### config.mk
export PLATFORM = sky130hd
export DESIGN_NAME = ctef_ctrl
export DESIGN_NICKNAME = d
export VERILOG_FILES = /design/src/sv/ctef_pkg.sv /design/src/sv/ctef_ctrl.sv
export SDC_FILE = /design/constraint.sdc
export NUM_CORES = 1
export LEC_CHECK = 0
export BUFFER_PORTS_ARGS = -buffer_cell sky130_fd_sc_hd__buf_2
export CORE_AREA = 2 2 39 41
export CTS_CLUSTER_DIAMETER = 30
export DETAILED_ROUTE_END_ITERATION = 10
export DIE_AREA = 0 0 41 43
export HOLD_SLACK_MARGIN = 0.06
export PLACE_DENSITY = 0.33
export SYNTH_ARGS = -nofsm -noshare
export SYNTH_HDL_FRONTEND = slang
export SYNTH_SLANG_ARGS = --single-unit
### constraint.sdc
create_clock -name clk -period 2.3 [get_ports clk]
set_input_delay 0.575 -clock clk [delete_from_list [all_inputs] [get_ports clk]]
set_output_delay 0.575 -clock clk [all_outputs]
set_load 0.05 [all_outputs]
### src/sv/ctef_pkg.sv
`default_nettype none
// ----------------------------------------------------------------------------
// ctef_pkg
// Types and constants shared by the capture timestamp FIFO modules.
// ----------------------------------------------------------------------------
package ctef_pkg;

  localparam int unsigned REQ_W    = 3;
  localparam int unsigned VALUE_W  = 32;
  localparam int unsigned STAMP_W  = 64;
  localparam int unsigned STATUS_W = 2;
  localparam int unsigned COUNT_W  = 10;
  localparam int unsigned DROP_W   = 16;
  localparam int unsigned TBITS_W  = 6;
  localparam int unsigned CFG_IDX_W = 2;
  localparam int unsigned CFG_DATA_W = 32;

  localparam logic [VALUE_W-1:0] FULL_MASK = 32'hFFFF_FFFF;
  localparam logic [TBITS_W-1:0] TBITS_MAX = 6'd32;

  typedef enum logic [REQ_W-1:0] {
    REQ_CAPTURE   = 3'd0,
    REQ_TICK      = 3'd1,
    REQ_POP       = 3'd2,
    REQ_CLR_UPPER = 3'd3,
    REQ_CLR_DROP  = 3'd4,
    REQ_FLUSH     = 3'd5
  } req_t;

  typedef enum logic [STATUS_W-1:0] {
    STAT_OK       = 2'd0,
    STAT_REFUSED  = 2'd1,
    STAT_FULL     = 2'd2,
    STAT_EMPTY    = 2'd3
  } status_t;

  typedef enum logic [CFG_IDX_W-1:0] {
    CFG_STORE_EN  = 2'd0,
    CFG_TIMER_BITS = 2'd1
  } cfg_idx_t;

  // Commands from the controller to the datapath.
  typedef struct packed {
    logic take;         // an item is accepted this cycle
    logic load_result;  // load the output register
  } cmd_t;

endpackage
`default_nettype wire

### src/sv/ctef_ctrl.sv
`default_nettype none
// ----------------------------------------------------------------------------
// ctef_ctrl
// Controller: sequences one item through accept and result load, and owns
// the output valid flag.
// ----------------------------------------------------------------------------
module ctef_ctrl (
  input  wire logic          clk,
  input  wire logic          rst_n,
  input  wire logic          in_valid,
  output logic               in_ready,
  output logic               out_valid,
  input  wire logic          out_ready,
  output ctef_pkg::cmd_t     cmd
);

  typedef enum logic [1:0] {
    S_IDLE   = 2'b01,
    S_RESULT = 2'b10
  } state_t;

  state_t state_r, state_nxt;
  logic   out_valid_r, out_valid_nxt;

  // The output register is free when empty or being emptied this cycle.
  assign in_ready  = (state_r == S_IDLE) && (!out_valid_r || out_ready);
  assign out_valid = out_valid_r;

  always_comb begin
    state_nxt       = state_r;
    cmd.take        = 1'b0;
    cmd.load_result = 1'b0;
    unique case (state_r)
      S_IDLE: begin
        if (in_valid && in_ready) begin
          cmd.take  = 1'b1;
          state_nxt = S_RESULT;
        end
      end
      S_RESULT: begin
        cmd.load_result = 1'b1;
        state_nxt       = S_IDLE;
      end
      default: begin
        state_nxt = S_IDLE;
      end
    endcase
    out_valid_nxt = out_valid_r && !out_ready;
    if (cmd.load_result) begin
      out_valid_nxt = 1'b1;
    end
  end

  always_ff @(posedge clk) begin
    if (!rst_n) begin
      state_r     <= S_IDLE;
      out_valid_r <= 1'b0;
    end else begin
      state_r     <= state_nxt;
      out_valid_r <= out_valid_nxt;
    end
  end

endmodule
`default_nettype wire

======== Word level (Yosys, flattened, before mapping) ========
Index checks and enable logic that the tools add are counted.
word-level totals
  word-level logic and storage cells ...... 15
  input port bits ......................... 4
  register bits ........................... 3
  output and inout bits ................... 4
cells by class
  reduce and logical (&&, ||, !) cells .... 7
  equality and inequality tests ........... 2
  mux-type cells .......................... 4
operators by type and width
  kind                number
  $mux 1              4
  $logic_and 1x1->1   3
  $eq 2x1->1 const B  1
  $eq 2x2->1 const B  1
  $logic_not 1->1     2
  $reduce_and 2->1    1
  $logic_or 1x1->1    1

======== Logic depth before layout (Yosys ltp) ========
Gate-level depths: netlist of the first run.
  depth after elaboration ................. 6
  depth in mapped cells ................... 2
  gate-level depth less buffers ........... 2

======== Worst setup path before layout of the first run ========
OpenSTA, ideal clock, no wires.
  path type ............................... register to output
  start ................................... register out_valid_r, in the netlist out_valid
  end ..................................... output port in_ready
  path buffers ............................ 0
  path slack .............................. -0.098 ns
  arrival ................................. 1.823 ns
  cell stages (with the launch flop) ...... 3
  data required time ...................... 1.725 ns
  cells stage by stage .................... dfxtp_1 -> nor2b_4 -> nor3b_1
on the way
  word-level cells in the longest chain between the ends .. 3
RTL lines
  what                      RTL line         text
  start: declaration        ctef_ctrl.sv:23  logic out_valid_r, out_valid_nxt;
  start signal: assignment  ctef_ctrl.sv:60  out_valid_r <= out_valid_nxt;
  $logic_not 1->1           ctef_ctrl.sv:26  assign in_ready = (state_r == S_IDLE) && (!out_valid_r || out_ready);
  $logic_or 1x1->1          ctef_ctrl.sv:26
  $logic_and 1x1->1         ctef_ctrl.sv:26
  end: declaration          ctef_ctrl.sv:11  output logic in_ready,
No other way between the ends.

==> metrics.yaml, run 1 <==
nets: 27
final_common_cell: "buf_2"
cp_data_required_time_ps: 1730
cap_violations: 0
synthDistinctLibCells: 9
drt_wl_total_um: 269
post_cts_buffers: 0
worstSetupPathType: "in -> out"
min_path_cells: 1
synth_area_per_cell_sq_um: 12.2
mostFrequentLayoutCells: "7 x buf_2, 3 x clkbuf_4, 3 x dfxtp_1"
p_sw_share_pct: 27.2
n_fill_cell: 160
yosysSeqAreaShare_pct: 44.9
timing.fmax_mhz: 536
h-tree-depth: 1
power_frac_clock_pct: 50.8
cts.repair.resized: 0
seqCellArea_sq_um: 60.1
yosys.area.top_type_share_pct: 44.9
grt_antenna_before_repair: 0
drt_iter0_markers: 5
fp.dieH_um: 43
clockBufferDepth: 2
portBuffers: 7
first_pass_iters: 4
start_util_pct: 9.67
grt_max_degree: 6
die_w_um: 41
worstSkewPairLatency_ps: 230
synthCells: 11
synth_area_leader_cell: "dfxtp_1"
finClkSkew_ps: 1.19
fin_crit_ps: 1870
cts.sinks: 3
placed_cell_area_sq_um: 194
drc: 0
seq_power_share_pct: 32.0
grt_pass1_wl_um: 358
dieArea_sq_mm: 0.00176
hp-class: "reg -> reg"
drive_above_1_share_pct: 63.6
avgViaCountPerCell: 3.53
core_sq_mm: 0.00138
ys.warnings.count: 0
fin_setup_tns_ps: 0
intPower_w: 0.000131
grt_pass1_vias: 113
ys_top_cells_by_area: "dfxtp_1 45%, nor2b_4 10%, or4b_4 10%"
setup_viol: 0
final_area_sq_um: 220
worstMarginPinSlew_ps: 228
ys_ff_latch: 3
wl_per_cell_um: 7.08
grt.overflow.total: 0
slew_headroom_pct: 84.6
p_switching_w: 0.0000488
grt_usage_pct: 3.80
slew_viol_final: 0
antenna_left: 0
crit_fanout: 5
cts_made_buffers: 3
rows: 14
holdBufCountCts: 0
vias: 134
p_per_area_mw_per_mm2: 816
rsz0062_at_grt: "false"
status: "finished, final reports clean"
path_clk_slew_ps: 40
gp_congestion: 0.534
comb_power_share_pct: 17.1
syn_nets: 15
hold_violations: 0
cp-start-kind: "primary input"
period_share_pct: 81.2
area_delta_synth_final_pct: 64.5
reg2regPathDepth: 2
cts_root_buf: "clkbuf_4"
critPathArrivalTime_ps: 1290
antenna_cells: 0
ir_worst_vdd_v: 0.0000968
cts_tree: "built"
io_pins: 8
synth_area_sq_um: 134
end_kind: "output port"
p_leak_nw: 0.0931
multi_input_area_sq_um: 78.8
-- cells by family after synthesis --
kind of cell / Yosys count / synth area share, %
flip-flops: 3 / 44.9
AND/OR/NAND/NOR: 7 / 49.5
AO/OA/AOI/OAI: 1 / 5.61
-- critical path, stage by stage --
cell	delay, ps
buf_2	110
nor2b_4	150
and4bb_2	250
buf_2	200
-- final timing paths --
kind / startpoint / to / slack [ps]
setup / recovery: out_ready / cmd[1] / 430
hold / removal: state_r[1] / state_r[1] / 510
setup reg to reg: out_valid / state_r[0] / 1240
hold reg to reg: state_r[1] / state_r[1] / 510
-- synth_stat cells (all sizes together) --
cell / n
o21a: 1
nor4b: 1
or4b: 1
nor2b: 2
nand2: 1
nor3b: 1
dfxtp: 3
and4bb: 1
-- registers in the layout, indices dropped and copies added, names as in the netlist --
signal and count:
out_valid 1, state_r 2
-- power by group through the flow --
stage | clock network (W) | logic, W | registers, W
detailed placement | 0 | 0.0000311 | 0.0000583
floorplan | 0 | 0.0000225 | 0.0000587
CTS | 0.0000961 | 0.0000310 | 0.0000576
global placement | 0 | 0.0000309 | 0.0000582
finish | 0.0000913 | 0.0000308 | 0.0000575
global route | 0.000102 | 0.0000325 | 0.0000579
-- cell type report --
class / count / area share (%)
well taps: 16 / 9.09
repair buffers: 7 / 15.9
flip-flops and latches: 3 / 27.3
multi-input cells: 8 / 35.8
clock buffers: 4 / 11.9
-- per-stage QoR --
stage	utilization (%)	hold WS, ps	power (W)	setup slack (ps)	cells
2_1_floorplan	-	469	0.0000812	394	11
5_1_grt	15.9	542	0.000192	393	38
6_report	15.9	513	0.000180	433	38
3_3_place_gp	14.0	503	0.0000891	430	34
3_5_place_dp	14.0	506	0.0000894	430	34
4_1_cts	15.9	513	0.000185	430	38
-- metal layers --
| layer | wire (um) | vias to the layer above | GRT usage [%] |
|---|---|---|---|
| met4 | 9 | 0 | 10.0 |
| met3 | 17 | 2 | 0 |
| met5 | 0 | - | 0 |
| li1 | - | 65 | - |
| met2 | 138 | 4 | 4.69 |
| met1 | 104 | 63 | 2.53 |
(Power assumes the default switching activity.)
==> run 2, diff against run 1 <==
Clock period 2.3 ns to 1.8 ns, I/O delays scaled along.
==> run 2 against run 1 <==
Critical path depth decreased by 1; sequential power increased by 28%; register-to-register slack worse by 500 ps.
==> metrics.yaml, run 2 (synthesized netlist as in run 1, its figures left out) <==
antenna_cells: 0
crit_fanout: 5
finClkSkew_ps: 1.78
rows: 14
gp_congestion: 0.534
cts.repair.resized: 0
nets: 27
area_delta_synth_final_pct: 64.5
mostFrequentLayoutCells: "7 x buf_2, 3 x clkbuf_4, 3 x dfxtp_1"
met1_length_um: 115
worstSetupPathType: "reg -> out"
status: "finished, final reports clean"
vias: 125
grt_usage_pct: 4.10
wl_met2_um: 132
io_pins: 8
portBuffers: 7
first_pass_iters: 4
drive_above_1_share_pct: 63.6
wl_met3_um: 27
highest_layer: "met4"
hp-class: "in -> reg"
cp-start-kind: "flop"
grt_antenna_before_repair: 0
hold_violations: 0
drt_wl_total_um: 285
worstMarginPinSlew_ps: 226
cts_tree: "built"
grt_pass1_vias: 105
hold_slack_ps: 450
path_clk_slew_ps: 40
core_sq_mm: 0.00138
avgViaCountPerCell: 3.29
ir_worst_vdd_v: 0.000123
period_share_pct: 91.3
slew_headroom_pct: 84.7
fp.dieH_um: 43
placed_cell_area_sq_um: 194
h-tree-depth: 1
fin_setup_tns_ps: 0
drc: 0
cp_data_required_time_ps: 1350
grt_max_degree: 6
p_leak_nw: 0.0931
critPathArrivalTime_ps: 1190
start_util_pct: 9.67
holdBufCountCts: 0
grt_pass1_wl_um: 386
top_register: "state_r"
timing.fmax_mhz: 609
largest_reg_flops: 2
rsz0062_at_grt: "false"
clockBufferDepth: 2
final_common_cell: "buf_2"
grt.overflow.total: 0
slew_viol_final: 0
cts.sinks: 3
cts_made_buffers: 3
n_fill_cell: 157
cts_root_buf: "clkbuf_4"
wl_per_cell_um: 7.50
setup_viol: 0
hpwlAfterDp_um: 215
worstSkewPairLatency_ps: 230
die_w_um: 41
post_cts_buffers: 0
dieArea_sq_mm: 0.00176
fin_crit_ps: 1640
p_per_area_mw_per_mm2: 1060
antenna_left: 0
cap_violations: 0
end_kind: "output port"
place_ws_ps: 176
final_area_sq_um: 220
finalWorstSetupSlack_ps: 157
drt_iter0_markers: 5
-- run 2: worst paths after layout --
path	start	endpoint	slack [ps]	cells past startpoint
hold reg to reg	state_r[0]	state_r[1]	520	1
setup reg to reg	out_valid	state_r[0]	740	2
hold / removal	rst_n	out_valid	450	2
setup / recovery	out_valid	cmd[1]	160	3
-- run 2: power breakdown --
group | switching (W) | internal (W) | leakage (nW)
logic | 0.0000254 | 0.0000139 | 0.0535
clock network | 0.0000374 | 0.0000832 | 0.0150
registers | 0.00000342 | 0.0000702 | 0.0246
total | 0.0000663 | 0.000167 | 0.0931
-- run 2: critical path, stage by stage, from the launching register on --
cell	delay, ps
dfxtp_1	310
nor2b_4	190
and4bb_2	250
buf_2	200
-- run 2: layout make-up --
class,instances,area (sq um),share of cell area [%]
tap,16,20.0,9.09
clock buffer,4,26.3,11.9
sequential,3,60.1,27.3
timing repair buffer,7,35.0,15.9
multi-input combinational,8,78.8,35.8
-- run 2: layer usage --
| metal | vias up | global-route usage [%] |
|---|---|---|
| met5 | - | 0 |
| met4 | 0 | 8.00 |
| met2 | 6 | 4.38 |
| li1 | 62 | - |
| met1 | 55 | 2.85 |
| met3 | 2 | 3.14 |
-- run 2: metrics by stage --
| step | util [%] | power, W | cells |
|---|---|---|---|
| floorplan | - | 0.000104 | 11 |
| global placement | 14.0 | 0.000114 | 34 |
| detailed placement | 14.0 | 0.000114 | 34 |
| CTS | 15.9 | 0.000238 | 38 |
| global route | 15.9 | 0.000251 | 38 |
| finish | 15.9 | 0.000234 | 38 |
==> run 3, diff against run 2 <==
==> constraint.sdc (replaced) <==
create_clock -name clk -period 1.8 [get_ports clk]
set_input_delay 0 -clock clk [delete_from_list [all_inputs] [get_ports clk]]
set_output_delay 0 -clock clk [all_outputs]
set_load 0.05 [all_outputs]
==> run 3 against run 2 <==
Cell count rose by 5.3%; non-clock buffer count rose by 2; via count grew 3.2%; count of clock-buffer cells in the layout unchanged; worst hold slack got worse by 310 ps; sequential share of layout area down 2.3 points; critical path depth unchanged; clock skew barely moved; fmax up 38%; wire length up 7.0%; flip-flop and latch count did not move; critical path type unchanged; highest routed layer is now met3.
==> metrics.yaml, run 3 (synthesized netlist as in run 1, its figures left out) <==
finClkSkew_ps: 1.76
grt.overflow.total: 0
end_kind: "output port"
slowest_delay_ps: 300
top_register: "state_r"
crit_fanout: 5
wl_per_cell_um: 7.63
nets: 29
status: "finished, final reports clean"
p_per_area_mw_per_mm2: 969
drt_iter0_markers: 2
hp-class: "in -> reg"
avgViaCountPerCell: 3.23
cts_tree: "built"
h-tree-depth: 1
core_sq_mm: 0.00138
portBuffers: 7
hold_slack_ps: 143
ir_worst_vdd_v: 0.000136
cts.sinks: 3
worstSkewPairLatency_ps: 230
period_share_pct: 66.0
place_ws_ps: 746
worstMarginPinSlew_ps: 265
vias: 129
slew_viol_final: 0
antenna_cells: 0
cp-start-kind: "flop"
fin_crit_ps: 1190
drive_above_1_share_pct: 58.3
drc: 0
p_leak_nw: 0.101
rows: 14
setup_viol: 0
critPathArrivalTime_ps: 1190
post_cts_buffers: 0
hold_violations: 0
cap_violations: 0
path_clk_slew_ps: 30
critical_path.slowest_cell: "dfxtp_1"
grt_usage_pct: 4.00
final_common_cell: "buf_2"
cp_data_required_time_ps: 1800
mostFrequentLayoutCells: "7 x buf_2, 3 x clkbuf_4, 3 x dfxtp_1"
finalPower_w: 0.000233
cts_made_buffers: 3
timing.fmax_mhz: 842
finalWorstSetupSlack_ps: 612
grt_pass1_vias: 110
area_delta_synth_final_pct: 79.4
slew_headroom_pct: 82.1
fin_setup_tns_ps: 0
rsz0062_at_grt: "false"
grt_antenna_before_repair: 0
crit_chain: "nor2b_4 -> and4bb_2 -> buf_2"
io_pins: 8
cts_root_buf: "clkbuf_4"
first_pass_iters: 2
die_w_um: 41
fp.dieH_um: 43
clockBufferDepth: 2
start_util_pct: 9.67
dieArea_sq_mm: 0.00176
n_fill_cell: 156
gp_congestion: 0.541
drt_wl_total_um: 305
grt_max_degree: 6
antenna_left: 0
largest_reg_flops: 2
worstSetupPathType: "reg -> out"
grt_pass1_wl_um: 386
run 3: layout make-up:
type                            instances  area [sq um]  area share, %
Timing Repair Buffer                    9          55.1           22.9
Clock buffer                            4          26.3           10.9
Sequential cell                         3          60.1           25.0
Multi-Input combinational cell          8          78.8           32.8
Tap cell                               16          20.0           8.33
run 3: path summary, 6_finish.rpt:
kind	start	cells after the start	end	slack, ps
setup / recovery	out_valid	3	cmd[1]	610
hold / removal	out_ready	3	out_valid	140
setup reg to reg	out_valid	2	state_r[0]	750
hold reg to reg	state_r[1]	1	state_r[1]	530
run 3: stage by stage:
stage                     instance area, sq um  util (%)  instances
after floorplan                            139         -         11
after global placement                     194      14.0         34
after detailed placement                   194      14.0         34
after CTS                                  240      17.4         40
after global routing                       240      17.4         40
final                                      240      17.4         40
run 3: worst max-delay path, delay by kind of cell (launching register included):
kind                   cells  cell delay (ps)
DFF                        1              300
buffers and inverters      1              250
and+or+nand+nor            2              400
run 3: power by group:
part	switching (W)	total, W	leakage, nW	internal [W]
combinational	0.0000259	0.0000427	0.0619	0.0000168
sequential	0.00000357	0.0000738	0.0246	0.0000702
clock	0.0000333	0.000116	0.0150	0.0000830
total	0.0000627	0.000233	0.101	0.000170
run 3: repair_timing:
action	4_1_cts	5_1_grt
hold buffers	2	0
gates resized for setup	0	0
hold endpoints to repair	2	0
run 3: routing by layer:
| metal | wire (um) | part of all wire [%] | vias to the layer above | GRT usage (%) |
|---|---|---|---|---|
| met5 | 0 | 0 | - | 0 |
| met4 | 0 | 0 | 0 | 6.00 |
| met3 | 17 | 5.6 | 0 | 3.14 |
| met1 | 137 | 45 | 58 | 2.86 |
| li1 | - | - | 67 | - |
| met2 | 150 | 49 | 4 | 5.00 |
